**src/design/mpbr_pkg.sv**
```systemverilog
// Shared constants and command codes of the multi-pattern byte replacer.
`default_nettype none
package mpbr_pkg;

    localparam int DEF_MAX_RULES       = 8;
    localparam int DEF_MAX_SEARCH_LEN  = 8;
    localparam int DEF_MAX_REPLACE_LEN = 8;

    localparam int BYTE_W      = 8;
    localparam int CMD_W       = 3;
    localparam int FIELD_IDX_W = 3;
    localparam int LEN_FIELD_W = 4;
    localparam int CFG_W       = 4;

    typedef enum logic [CMD_W-1:0] {
        CMD_LOAD_SEARCH  = 3'd0,
        CMD_LOAD_REPLACE = 3'd1,
        CMD_SET_LENS     = 3'd2,
        CMD_DATA         = 3'd3,
        CMD_END          = 3'd4
    } cmd_t;

endpackage
`default_nettype wire

```
**src/design/multi_pattern_byte_replacer.sv**
```systemverilog
// Load, set-length and unused commands are taken in the idle state. A data or end item
// resolves the window: each decision scans window positions from the oldest, reading the
// search row and then comparing at each position, then emits a literal or reads and emits
// each replacement byte in turn, then finishes. Output stalls hold the emit and finish
// steps. Reset (aresetn low, synchronous) clears the rule count, sets all lengths to one
// and empties the window; table memories are not cleared.
`default_nettype none
module multi_pattern_byte_replacer import mpbr_pkg::*; #(
    parameter int MAX_RULES       = DEF_MAX_RULES,
    parameter int MAX_SEARCH_LEN  = DEF_MAX_SEARCH_LEN,
    parameter int MAX_REPLACE_LEN = DEF_MAX_REPLACE_LEN
) (
    input  logic                   aclk,
    input  logic                   aresetn,
    input  logic                   cfg_valid,
    output logic                   cfg_ready,
    input  logic [CFG_W-1:0]       cfg_data,
    input  logic                   s_valid,
    output logic                   s_ready,
    input  logic [CMD_W-1:0]       s_cmd,
    input  logic [FIELD_IDX_W-1:0] s_rule_index,
    input  logic [FIELD_IDX_W-1:0] s_byte_pos,
    input  logic [BYTE_W-1:0]      s_byte_value,
    input  logic [LEN_FIELD_W-1:0] s_search_length,
    input  logic [LEN_FIELD_W-1:0] s_replace_length,
    output logic                   m_valid,
    input  logic                   m_ready,
    output logic [BYTE_W-1:0]      m_out_byte,
    output logic                   m_last
);

    localparam int RI_W   = (MAX_RULES > 1) ? $clog2(MAX_RULES) : 1;
    localparam int CI_W   = $clog2(MAX_SEARCH_LEN);
    localparam int FILL_W = $clog2(MAX_SEARCH_LEN + 1);
    localparam int K_W    = (MAX_REPLACE_LEN > 1) ? $clog2(MAX_REPLACE_LEN) : 1;
    localparam int RL_W   = $clog2(MAX_REPLACE_LEN + 1);

    typedef enum logic [2:0] {
        ST_IDLE, ST_RD, ST_CMP, ST_LIT, ST_REP_RD, ST_REP, ST_FIN
    } state_t;

    state_t                 state_reg, state_next;
    logic [CFG_W-1:0]       rule_count_reg, rule_count_next;
    logic [FILL_W-1:0]      slen_reg [MAX_RULES];
    logic [FILL_W-1:0]      slen_next [MAX_RULES];
    logic [RL_W-1:0]        rlen_reg [MAX_RULES];
    logic [RL_W-1:0]        rlen_next [MAX_RULES];
    logic [BYTE_W-1:0]      window_reg [MAX_SEARCH_LEN];
    logic [BYTE_W-1:0]      window_next [MAX_SEARCH_LEN];
    logic [FILL_W-1:0]      fill_reg, fill_next;
    logic [CI_W-1:0]        ci_reg, ci_next;
    logic [MAX_RULES-1:0]   alive_reg, alive_next;
    logic                   ending_reg, ending_next;
    logic [RI_W-1:0]        hit_reg, hit_next;
    logic [K_W-1:0]         k_reg, k_next;
    logic                   hold_valid_reg, hold_valid_next;
    logic [BYTE_W-1:0]      hold_byte_reg, hold_byte_next;
    logic                   m_valid_reg, m_valid_next;
    logic [BYTE_W-1:0]      m_byte_reg, m_byte_next;
    logic                   m_last_reg, m_last_next;

    logic [MAX_RULES-1:0][BYTE_W-1:0] srch_row;
    logic [BYTE_W-1:0]      rep_data;
    logic                   srch_we, rep_we;
    logic                   ri_ok, spos_ok, rpos_ok;
    logic [FILL_W-1:0]      slen_in;
    logic [RL_W-1:0]        rlen_in;
    logic [MAX_RULES-1:0]   in_use, hit_vec, alive_nx, pend;
    logic                   hit_any, ci_last, out_free, can_emit;
    logic [RI_W-1:0]        hit_idx;
    logic [BYTE_W-1:0]      win_ci;
    logic                   emit_en, drop_en, rescan, out_load, out_last;
    logic [BYTE_W-1:0]      emit_byte, out_byte;
    logic [FILL_W-1:0]      drop_cnt, fill_left, data_fill;
    logic                   active, eq;
    int                     src;

    assign cfg_ready  = 1'b1;
    assign s_ready    = (state_reg == ST_IDLE);
    assign m_valid    = m_valid_reg;
    assign m_out_byte = m_byte_reg;
    assign m_last     = m_last_reg;

    // Decode load addressing and clamp lengths
    assign ri_ok   = 32'(s_rule_index) < MAX_RULES;
    assign spos_ok = 32'(s_byte_pos) < MAX_SEARCH_LEN;
    assign rpos_ok = 32'(s_byte_pos) < MAX_REPLACE_LEN;
    assign slen_in = (s_search_length == '0) ? FILL_W'(1) :
                     (32'(s_search_length) > MAX_SEARCH_LEN) ? FILL_W'(MAX_SEARCH_LEN) :
                     FILL_W'(s_search_length);
    assign rlen_in = (s_replace_length == '0) ? RL_W'(1) :
                     (32'(s_replace_length) > MAX_REPLACE_LEN) ? RL_W'(MAX_REPLACE_LEN) :
                     RL_W'(s_replace_length);
    assign srch_we = s_ready && s_valid && (s_cmd == CMD_LOAD_SEARCH) && ri_ok && spos_ok;
    assign rep_we  = s_ready && s_valid && (s_cmd == CMD_LOAD_REPLACE) && ri_ok && rpos_ok;

    mpbr_search_mem #(
        .MAX_RULES      (MAX_RULES),
        .MAX_SEARCH_LEN (MAX_SEARCH_LEN)
    ) u_search_mem (
        .aclk    (aclk),
        .wr_en   (srch_we),
        .wr_row  (CI_W'(s_byte_pos)),
        .wr_lane (RI_W'(s_rule_index)),
        .wr_byte (s_byte_value),
        .rd_row  (ci_reg),
        .rd_data (srch_row)
    );

    mpbr_replace_mem #(
        .MAX_RULES       (MAX_RULES),
        .MAX_REPLACE_LEN (MAX_REPLACE_LEN)
    ) u_replace_mem (
        .aclk    (aclk),
        .wr_en   (rep_we),
        .wr_rule (RI_W'(s_rule_index)),
        .wr_pos  (K_W'(s_byte_pos)),
        .wr_byte (s_byte_value),
        .rd_rule (hit_reg),
        .rd_pos  (k_reg),
        .rd_data (rep_data)
    );

    // Compare the search row against the window byte at the scan position
    always_comb begin
        active  = 1'b0;
        eq      = 1'b0;
        win_ci  = window_reg[ci_reg];
        hit_idx = '0;
        for (int r = 0; r < MAX_RULES; r++) begin
            in_use[r]   = 32'(rule_count_reg) > r;
            active      = alive_reg[r] && (32'(slen_reg[r]) > 32'(ci_reg));
            eq          = (srch_row[r] == win_ci);
            hit_vec[r]  = active && eq && (32'(slen_reg[r]) == 32'(ci_reg) + 1);
            alive_nx[r] = alive_reg[r] && !(active && !eq);
            pend[r]     = alive_nx[r] && (slen_reg[r] > fill_reg);
        end
        for (int r = MAX_RULES - 1; r >= 0; r--) begin
            if (hit_vec[r]) begin
                hit_idx = RI_W'(r);
            end
        end
        hit_any = |hit_vec;
        ci_last = (32'(ci_reg) + 1 == 32'(fill_reg));
    end

    // Sequence loads, window scans and output
    always_comb begin
        state_next      = state_reg;
        rule_count_next = rule_count_reg;
        slen_next       = slen_reg;
        rlen_next       = rlen_reg;
        window_next     = window_reg;
        fill_next       = fill_reg;
        ci_next         = ci_reg;
        alive_next      = alive_reg;
        ending_next     = ending_reg;
        hit_next        = hit_reg;
        k_next          = k_reg;
        hold_valid_next = hold_valid_reg;
        hold_byte_next  = hold_byte_reg;
        m_byte_next     = m_byte_reg;
        m_last_next     = m_last_reg;
        out_free        = !m_valid_reg || m_ready;
        can_emit        = !hold_valid_reg || out_free;
        emit_en         = 1'b0;
        emit_byte       = window_reg[0];
        drop_en         = 1'b0;
        drop_cnt        = '0;
        rescan          = 1'b0;
        out_load        = 1'b0;
        out_last        = 1'b0;
        out_byte        = hold_byte_reg;
        fill_left       = fill_reg;
        data_fill       = fill_reg;
        src             = 0;

        if (cfg_valid) begin
            rule_count_next = cfg_data;
        end

        unique case (state_reg)
            ST_IDLE: begin
                if (s_valid) begin
                    case (s_cmd)
                        CMD_SET_LENS: begin
                            if (ri_ok) begin
                                slen_next[RI_W'(s_rule_index)] = slen_in;
                                rlen_next[RI_W'(s_rule_index)] = rlen_in;
                            end
                        end
                        CMD_DATA: begin
                            if (32'(fill_reg) < MAX_SEARCH_LEN) begin
                                window_next[CI_W'(fill_reg)] = s_byte_value;
                                data_fill = fill_reg + FILL_W'(1);
                            end
                            fill_next   = data_fill;
                            fill_left   = data_fill;
                            ending_next = 1'b0;
                            rescan      = 1'b1;
                        end
                        CMD_END: begin
                            ending_next = 1'b1;
                            rescan      = 1'b1;
                        end
                        default: begin
                        end
                    endcase
                end
            end
            ST_RD: begin
                state_next = ST_CMP;
            end
            ST_CMP: begin
                if (hit_any) begin
                    hit_next   = hit_idx;
                    k_next     = '0;
                    state_next = ST_REP_RD;
                end else if (alive_nx == '0) begin
                    state_next = ST_LIT;
                end else if (ci_last) begin
                    state_next = (!ending_reg && (|pend)) ? ST_FIN : ST_LIT;
                end else begin
                    ci_next    = ci_reg + CI_W'(1);
                    alive_next = alive_nx;
                    state_next = ST_RD;
                end
            end
            ST_LIT: begin
                if (can_emit) begin
                    emit_en   = 1'b1;
                    emit_byte = window_reg[0];
                    drop_en   = 1'b1;
                    drop_cnt  = FILL_W'(1);
                    rescan    = 1'b1;
                end
            end
            ST_REP_RD: begin
                state_next = ST_REP;
            end
            ST_REP: begin
                if (can_emit) begin
                    emit_en   = 1'b1;
                    emit_byte = rep_data;
                    if (32'(k_reg) + 1 == 32'(rlen_reg[hit_reg])) begin
                        drop_en  = 1'b1;
                        drop_cnt = slen_reg[hit_reg];
                        rescan   = 1'b1;
                    end else begin
                        k_next     = k_reg + K_W'(1);
                        state_next = ST_REP_RD;
                    end
                end
            end
            ST_FIN: begin
                if (!hold_valid_reg) begin
                    state_next = ST_IDLE;
                end else if (out_free) begin
                    out_load        = 1'b1;
                    out_last        = 1'b1;
                    hold_valid_next = 1'b0;
                    state_next      = ST_IDLE;
                end
                if (ending_reg) begin
                    fill_next = '0;
                end
            end
            default: begin
                state_next = ST_IDLE;
            end
        endcase

        // Drop resolved bytes from the head of the window
        if (drop_en) begin
            for (int i = 0; i < MAX_SEARCH_LEN; i++) begin
                src = i + int'(drop_cnt);
                if (src < MAX_SEARCH_LEN) begin
                    window_next[i] = window_reg[CI_W'(src)];
                end
            end
            fill_left = fill_reg - drop_cnt;
            fill_next = fill_left;
        end

        // Restart the scan at the oldest byte
        if (rescan) begin
            ci_next    = '0;
            alive_next = in_use;
            state_next = (fill_left != '0) ? ST_RD : ST_FIN;
        end

        // Hold the newest byte back until it is known whether it ends the item
        if (emit_en) begin
            if (hold_valid_reg) begin
                out_load = 1'b1;
            end
            hold_byte_next  = emit_byte;
            hold_valid_next = 1'b1;
        end

        if (out_load) begin
            m_byte_next = out_byte;
            m_last_next = out_last;
        end
        m_valid_next = out_load || (m_valid_reg && !m_ready);
    end

    // State and registered outputs
    always_ff @(posedge aclk) begin
        window_reg    <= window_next;
        ci_reg        <= ci_next;
        alive_reg     <= alive_next;
        ending_reg    <= ending_next;
        hit_reg       <= hit_next;
        k_reg         <= k_next;
        hold_byte_reg <= hold_byte_next;
        m_byte_reg    <= m_byte_next;
        m_last_reg    <= m_last_next;
        if (!aresetn) begin
            state_reg      <= ST_IDLE;
            rule_count_reg <= '0;
            for (int r = 0; r < MAX_RULES; r++) begin
                slen_reg[r] <= FILL_W'(1);
                rlen_reg[r] <= RL_W'(1);
            end
            fill_reg       <= '0;
            hold_valid_reg <= 1'b0;
            m_valid_reg    <= 1'b0;
        end else begin
            state_reg      <= state_next;
            rule_count_reg <= rule_count_next;
            slen_reg       <= slen_next;
            rlen_reg       <= rlen_next;
            fill_reg       <= fill_next;
            hold_valid_reg <= hold_valid_next;
            m_valid_reg    <= m_valid_next;
        end
    end

endmodule
`default_nettype wire

```
**src/design/mpbr_search_mem.sv**
```systemverilog
// Search byte memory: one row per string position, one byte lane per rule.
`default_nettype none
module mpbr_search_mem import mpbr_pkg::*; #(
    parameter int MAX_RULES      = DEF_MAX_RULES,
    parameter int MAX_SEARCH_LEN = DEF_MAX_SEARCH_LEN,
    localparam int RI_W = (MAX_RULES > 1) ? $clog2(MAX_RULES) : 1,
    localparam int CI_W = $clog2(MAX_SEARCH_LEN)
) (
    input  logic                                  aclk,
    input  logic                                  wr_en,
    input  logic [CI_W-1:0]                       wr_row,
    input  logic [RI_W-1:0]                       wr_lane,
    input  logic [BYTE_W-1:0]                     wr_byte,
    input  logic [CI_W-1:0]                       rd_row,
    output logic [MAX_RULES-1:0][BYTE_W-1:0]      rd_data
);

    logic [MAX_RULES-1:0][BYTE_W-1:0] mem [MAX_SEARCH_LEN];

    // Write one lane, read a whole row
    always_ff @(posedge aclk) begin
        if (wr_en) begin
            mem[wr_row][wr_lane] <= wr_byte;
        end
        rd_data <= mem[rd_row];
    end

endmodule
`default_nettype wire

```
**src/design/mpbr_replace_mem.sv**
```systemverilog
// Replacement byte memory, addressed by rule and position.
`default_nettype none
module mpbr_replace_mem import mpbr_pkg::*; #(
    parameter int MAX_RULES       = DEF_MAX_RULES,
    parameter int MAX_REPLACE_LEN = DEF_MAX_REPLACE_LEN,
    localparam int RI_W = (MAX_RULES > 1) ? $clog2(MAX_RULES) : 1,
    localparam int K_W  = (MAX_REPLACE_LEN > 1) ? $clog2(MAX_REPLACE_LEN) : 1
) (
    input  logic              aclk,
    input  logic              wr_en,
    input  logic [RI_W-1:0]   wr_rule,
    input  logic [K_W-1:0]    wr_pos,
    input  logic [BYTE_W-1:0] wr_byte,
    input  logic [RI_W-1:0]   rd_rule,
    input  logic [K_W-1:0]    rd_pos,
    output logic [BYTE_W-1:0] rd_data
);

    logic [BYTE_W-1:0] mem [MAX_RULES][MAX_REPLACE_LEN];

    // Single write port, registered read
    always_ff @(posedge aclk) begin
        if (wr_en) begin
            mem[wr_rule][wr_pos] <= wr_byte;
        end
        rd_data <= mem[rd_rule][rd_pos];
    end

endmodule
`default_nettype wire

```
**config.mk**
```make
export PLATFORM = sky130hd
export DESIGN_NAME = multi_pattern_byte_replacer
export DESIGN_NICKNAME = d
export VERILOG_FILES = /design/src/design/mpbr_pkg.sv /design/src/design/multi_pattern_byte_replacer.sv /design/src/design/mpbr_search_mem.sv /design/src/design/mpbr_replace_mem.sv
export SDC_FILE = /design/constraint.sdc
export NUM_CORES = 2
export LEC_CHECK = 0
export BUFFER_PORTS_ARGS = -buffer_cell sky130_fd_sc_hd__buf_4
export CORE_MARGIN = 3
export CORE_UTILIZATION = 55
export DETAILED_ROUTE_END_ITERATION = 12
export PLACE_DENSITY_LB_ADDON = 0.2
export SYNTH_ARGS = -nofsm -noshare
export SYNTH_HDL_FRONTEND = slang
export SYNTH_SLANG_ARGS = --single-unit
```
**constraint.sdc**
```tcl
create_clock -name aclk -period 8.95 [get_ports aclk]
set_clock_uncertainty 0.15 [all_clocks]
set_input_delay 0.895 -clock aclk [delete_from_list [all_inputs] [get_ports aclk]]
set_output_delay 0.895 -clock aclk [all_outputs]
set_load 0.02 [all_outputs]
```
==> out/results.txt <==
Core area = 98700 um2
Die span in y = 322 um
H-tree depth = 4
Largest net degree at the start of global routing = 97
Post-Route WL = 133000 um
Status = complete, no violations
HPWL Detailed = 83800 um
RR Startpoint = hit_reg[1]
Startpoint Class = register
DRC violation count after routing = 0
Vias = 31300
Distinct cells, synth = 80
CTS max path bufs = 3
Avg Vias per Cell = 6.38
Leak Pwr = 19.7 nW
Crit end category = register
R2R setup slack = 2880 ps
DP Cell Count = 4655
Final Hold Fails = 0
Crit path kind = register to register
Top_reg_cell synth = edfxtp_1
Int Pwr = 11.2 mW
EDFF count, synth = 1056
Layout cells sized above 1 = 18.8%
Hold/Removal Path Class = register to register
Tmin final = 6070 ps
CTS buffer count = 131
CP arrival = 6570 ps
Final setup vio count = 0
Global-route wire length before repair = 200000 um
Starting DRT DRC Count = 3852
Diode count = 0
Grt total ovfl = 0
Fin cells = 4899
Slew HR = 16.2%
Logic pwr share = 21.2%
Hold EP = m_out_byte[5]
Min-delay src = hold_byte_reg[5]
Final Slew Violations = 0
Psw = 4.68 mW
1st-pass router iterations = 6
CTS clk-pin slew, worst paths = 60 ps
# rows = 115
Initial antenna violation count = 1
Area delta synth->final = 10.4%
Critical-path top delay cell = ha_2
Vias in the first global route = 31200
Post_cts resized = 0
Syn_nets = 3576
VDD IR max = 169 uV
Clock power share = 34.1%
Slew @ Worst Pin = 1250 ps
Total global-route track usage = 25.9%
Cell Area, Synth = 54900 um2
Largest regs = u_replace_mem.mem x512, u_search_mem.mem x512
RSZ-0062 raised after global routing = no
Post-Synthesis Cells = 3472
Setup bufs post-CTS = 0
Final GP Congestion = 0.917
Root Buffer = clkbuf_16
TritonCTS Sinks = 1272
DIE WIDTH = 322 um
Initial Util = 55.6%
Hold path cells = 0
Register area share after synthesis = 65.7%
Max cap viols = 0
Total die area = 104000 um2
Worst-path maximum fanout = 83
FF+latch count, synth = 1272
Clock Latency Late Sink = 740 ps
Crit-path max cell delay = 1060 ps
WL/cell = 27.1 um
Reg2reg path depth = 12
Port buffer count = 44
PwrDens = 261 nW/um2
Sequential share of power = 44.7%
NumNets Final = 3605
Fillers = 7002
Final TNS setup = 0 ps
Sw Share = 29.5%
CP cell instances = buf_4 > mux4_2 > mux2_2 > nand2_1 > a21oi_1 > and2_4 > buf_4 > inv_1 > ha_2 > mux2i_1 > mux2i_1 > a21oi_1
Mean Syn Cell Area = 15.8 um2
Critical Path RT = 9450 ps
Final worst path period share = 67.8%
Cts hold-fix bufs = 0
Fmax = 0.165 GHz
Post-route ant nets = 0
Async set-reset flop share out of synthesis = 0%
Reg2reg end = window_reg[5]
CTS tree = done
Synth warn = 0
Boundary Pins = 46
-- cells in the final DEF (no fill, tap or decap), types with 7 or more instances in the layout --
master	instances
and3_1	18
clkbuf_8	12
xor2_1	19
a22o_1	10
nand3_1	28
nor2_1	232
inv_1	39
clkbuf_16	132
clkinv_2	18
edfxtp_1	1056
clkinv_1	18
a41o_1	8
o21ai_0	107
dfxtp_1	213
a21oi_1	72
buf_4	80
nand2b_1	14
xnor2_1	32
nand3b_1	12
a32oi_1	9
mux4_2	288
bufinv_16	8
mux2i_1	322
or3_1	26
nor2b_1	42
a22oi_1	26
mux2_2	59
nor3_1	7
clkbuf_1	36
o21ai_1	27
a211oi_1	19
a221oi_1	13
nor2_2	8
nand4_1	17
ha_1	68
nand2_1	374
o21a_1	10
o211ai_1	10
-- layer usage --
layer  wire length [um]  vias to the layer above  GRT usage (%)
met5                  0                        -              0
li1                   -                    13500              -
met3              11000                      250           4.56
met2              61200                     1461           39.6
met4               3730                        0           8.05
met1              56600                    16000           38.5
-- metrics by stage --
step           power [mW]  hold WS [ps]  instance area [um2]  worst slack, ps  util, %
2_1_floorplan        9.49           250                54900             4610        -
3_3_place_gp         10.4           259                56300             3110     57.0
3_5_place_dp         10.5           255                56300             2840     57.0
4_1_cts              15.9           268                60600             2770     61.4
5_1_grt              16.5           276                60600             2400     61.4
6_report             15.8           266                60600             2880     61.4
-- final cells by class --
cell class | count | area, um2 | share of cell area (%)
clock buffer | 180 | 3600 | 5.95
inverter | 43 | 161 | 0.266
timing repair buffer | 81 | 621 | 1.02
tap | 1287 | 1610 | 2.66
multi-input combinational | 1972 | 17900 | 29.5
clock inverter | 64 | 679 | 1.12
sequential | 1272 | 36000 | 59.5
-- synthesized netlist by cell type, types with 5 or more instances --
| master | count | share of area [%] |
|---|---|---|
| a211oi_1 | 19 | 0.26 |
| a21oi_1 | 72 | 0.66 |
| a221oi_1 | 13 | 0.21 |
| a22o_1 | 10 | 0.16 |
| a22oi_1 | 26 | 0.36 |
| a32oi_1 | 9 | 0.14 |
| a41o_1 | 8 | 0.15 |
| and2_1 | 5 | 0.057 |
| and3_1 | 18 | 0.21 |
| buf_1 | 38 | 0.26 |
| buf_2 | 24 | 0.22 |
| buf_4 | 7 | 0.096 |
| buf_6 | 8 | 0.16 |
| clkbuf_1 | 105 | 0.72 |
| dfxtp_1 | 216 | 7.9 |
| edfxtp_1 | 1056 | 58 |
| ha_1 | 69 | 1.6 |
| inv_1 | 39 | 0.27 |
| mux2_2 | 59 | 1.2 |
| mux2i_1 | 322 | 5.9 |
| mux4_2 | 288 | 12 |
| nand2_1 | 374 | 2.6 |
| nand2b_1 | 14 | 0.16 |
| nand3_1 | 28 | 0.26 |
| nand3b_1 | 12 | 0.16 |
| nand4_1 | 17 | 0.19 |
| nand4b_1 | 6 | 0.096 |
| nor2_1 | 232 | 1.6 |
| nor2_2 | 8 | 0.091 |
| nor2b_1 | 42 | 0.48 |
| nor3_1 | 8 | 0.073 |
| nor4_1 | 5 | 0.057 |
| nor4_4 | 5 | 0.19 |
| o211ai_1 | 10 | 0.14 |
| o21a_1 | 10 | 0.14 |
| o21ai_0 | 107 | 0.98 |
| o21ai_1 | 27 | 0.25 |
| o21ai_2 | 5 | 0.080 |
| o221ai_1 | 5 | 0.080 |
| or3_1 | 26 | 0.30 |
| xnor2_1 | 32 | 0.51 |
| xor2_1 | 19 | 0.30 |
-- worst max path at each step --
stage / end / slack [ps] / depth (start not counted) / start
5_1_grt: window_reg[7] / 2400 / 12 / hit_reg[1]
4_1_cts: window_reg[48] / 2770 / 12 / hit_reg[1]
6_report: window_reg[5] / 2880 / 12 / hit_reg[1]
3_3_place_gp: window_reg[19] / 3110 / 12 / hit_reg[1]
2_1_floorplan: state_reg[2] / 4610 / 20 / hit_reg[1]
3_5_place_dp: window_reg[48] / 2840 / 12 / hit_reg[1]
-- critical path, delay by kind of cell (launching register included) --
kind                       cells  cell delay (ps)
buffers and inverters          3             1840
adders and majority gates      1             1060
muxes                          4             1000
DFF                            1              970
AOI/OAI and AO/OA              2              610
and+or+nand+nor                2              280
-- power by group through the flow --
stage	clock [mW]	sequential [mW]	combinational, mW
2_1_floorplan	0	6.98	2.51
3_3_place_gp	0	7.18	3.26
3_5_place_dp	0	7.19	3.34
4_1_cts	5.46	7.07	3.35
5_1_grt	5.71	7.10	3.66
6_report	5.39	7.08	3.36
-- cells by family after synthesis --
group,Yosys count,share of synthesized area (%)
XOR/XNOR,55,0.933
other,1,0.00683
AND/OR/NAND/NOR,824,6.88
multiplexers,671,19.0
buffers and inverters,228,1.83
flip-flops,1272,65.7
AO/OA/AOI/OAI,351,4.08
adder cells (fa/ha/maj),70,1.61
(Power assumes the default switching activity.)
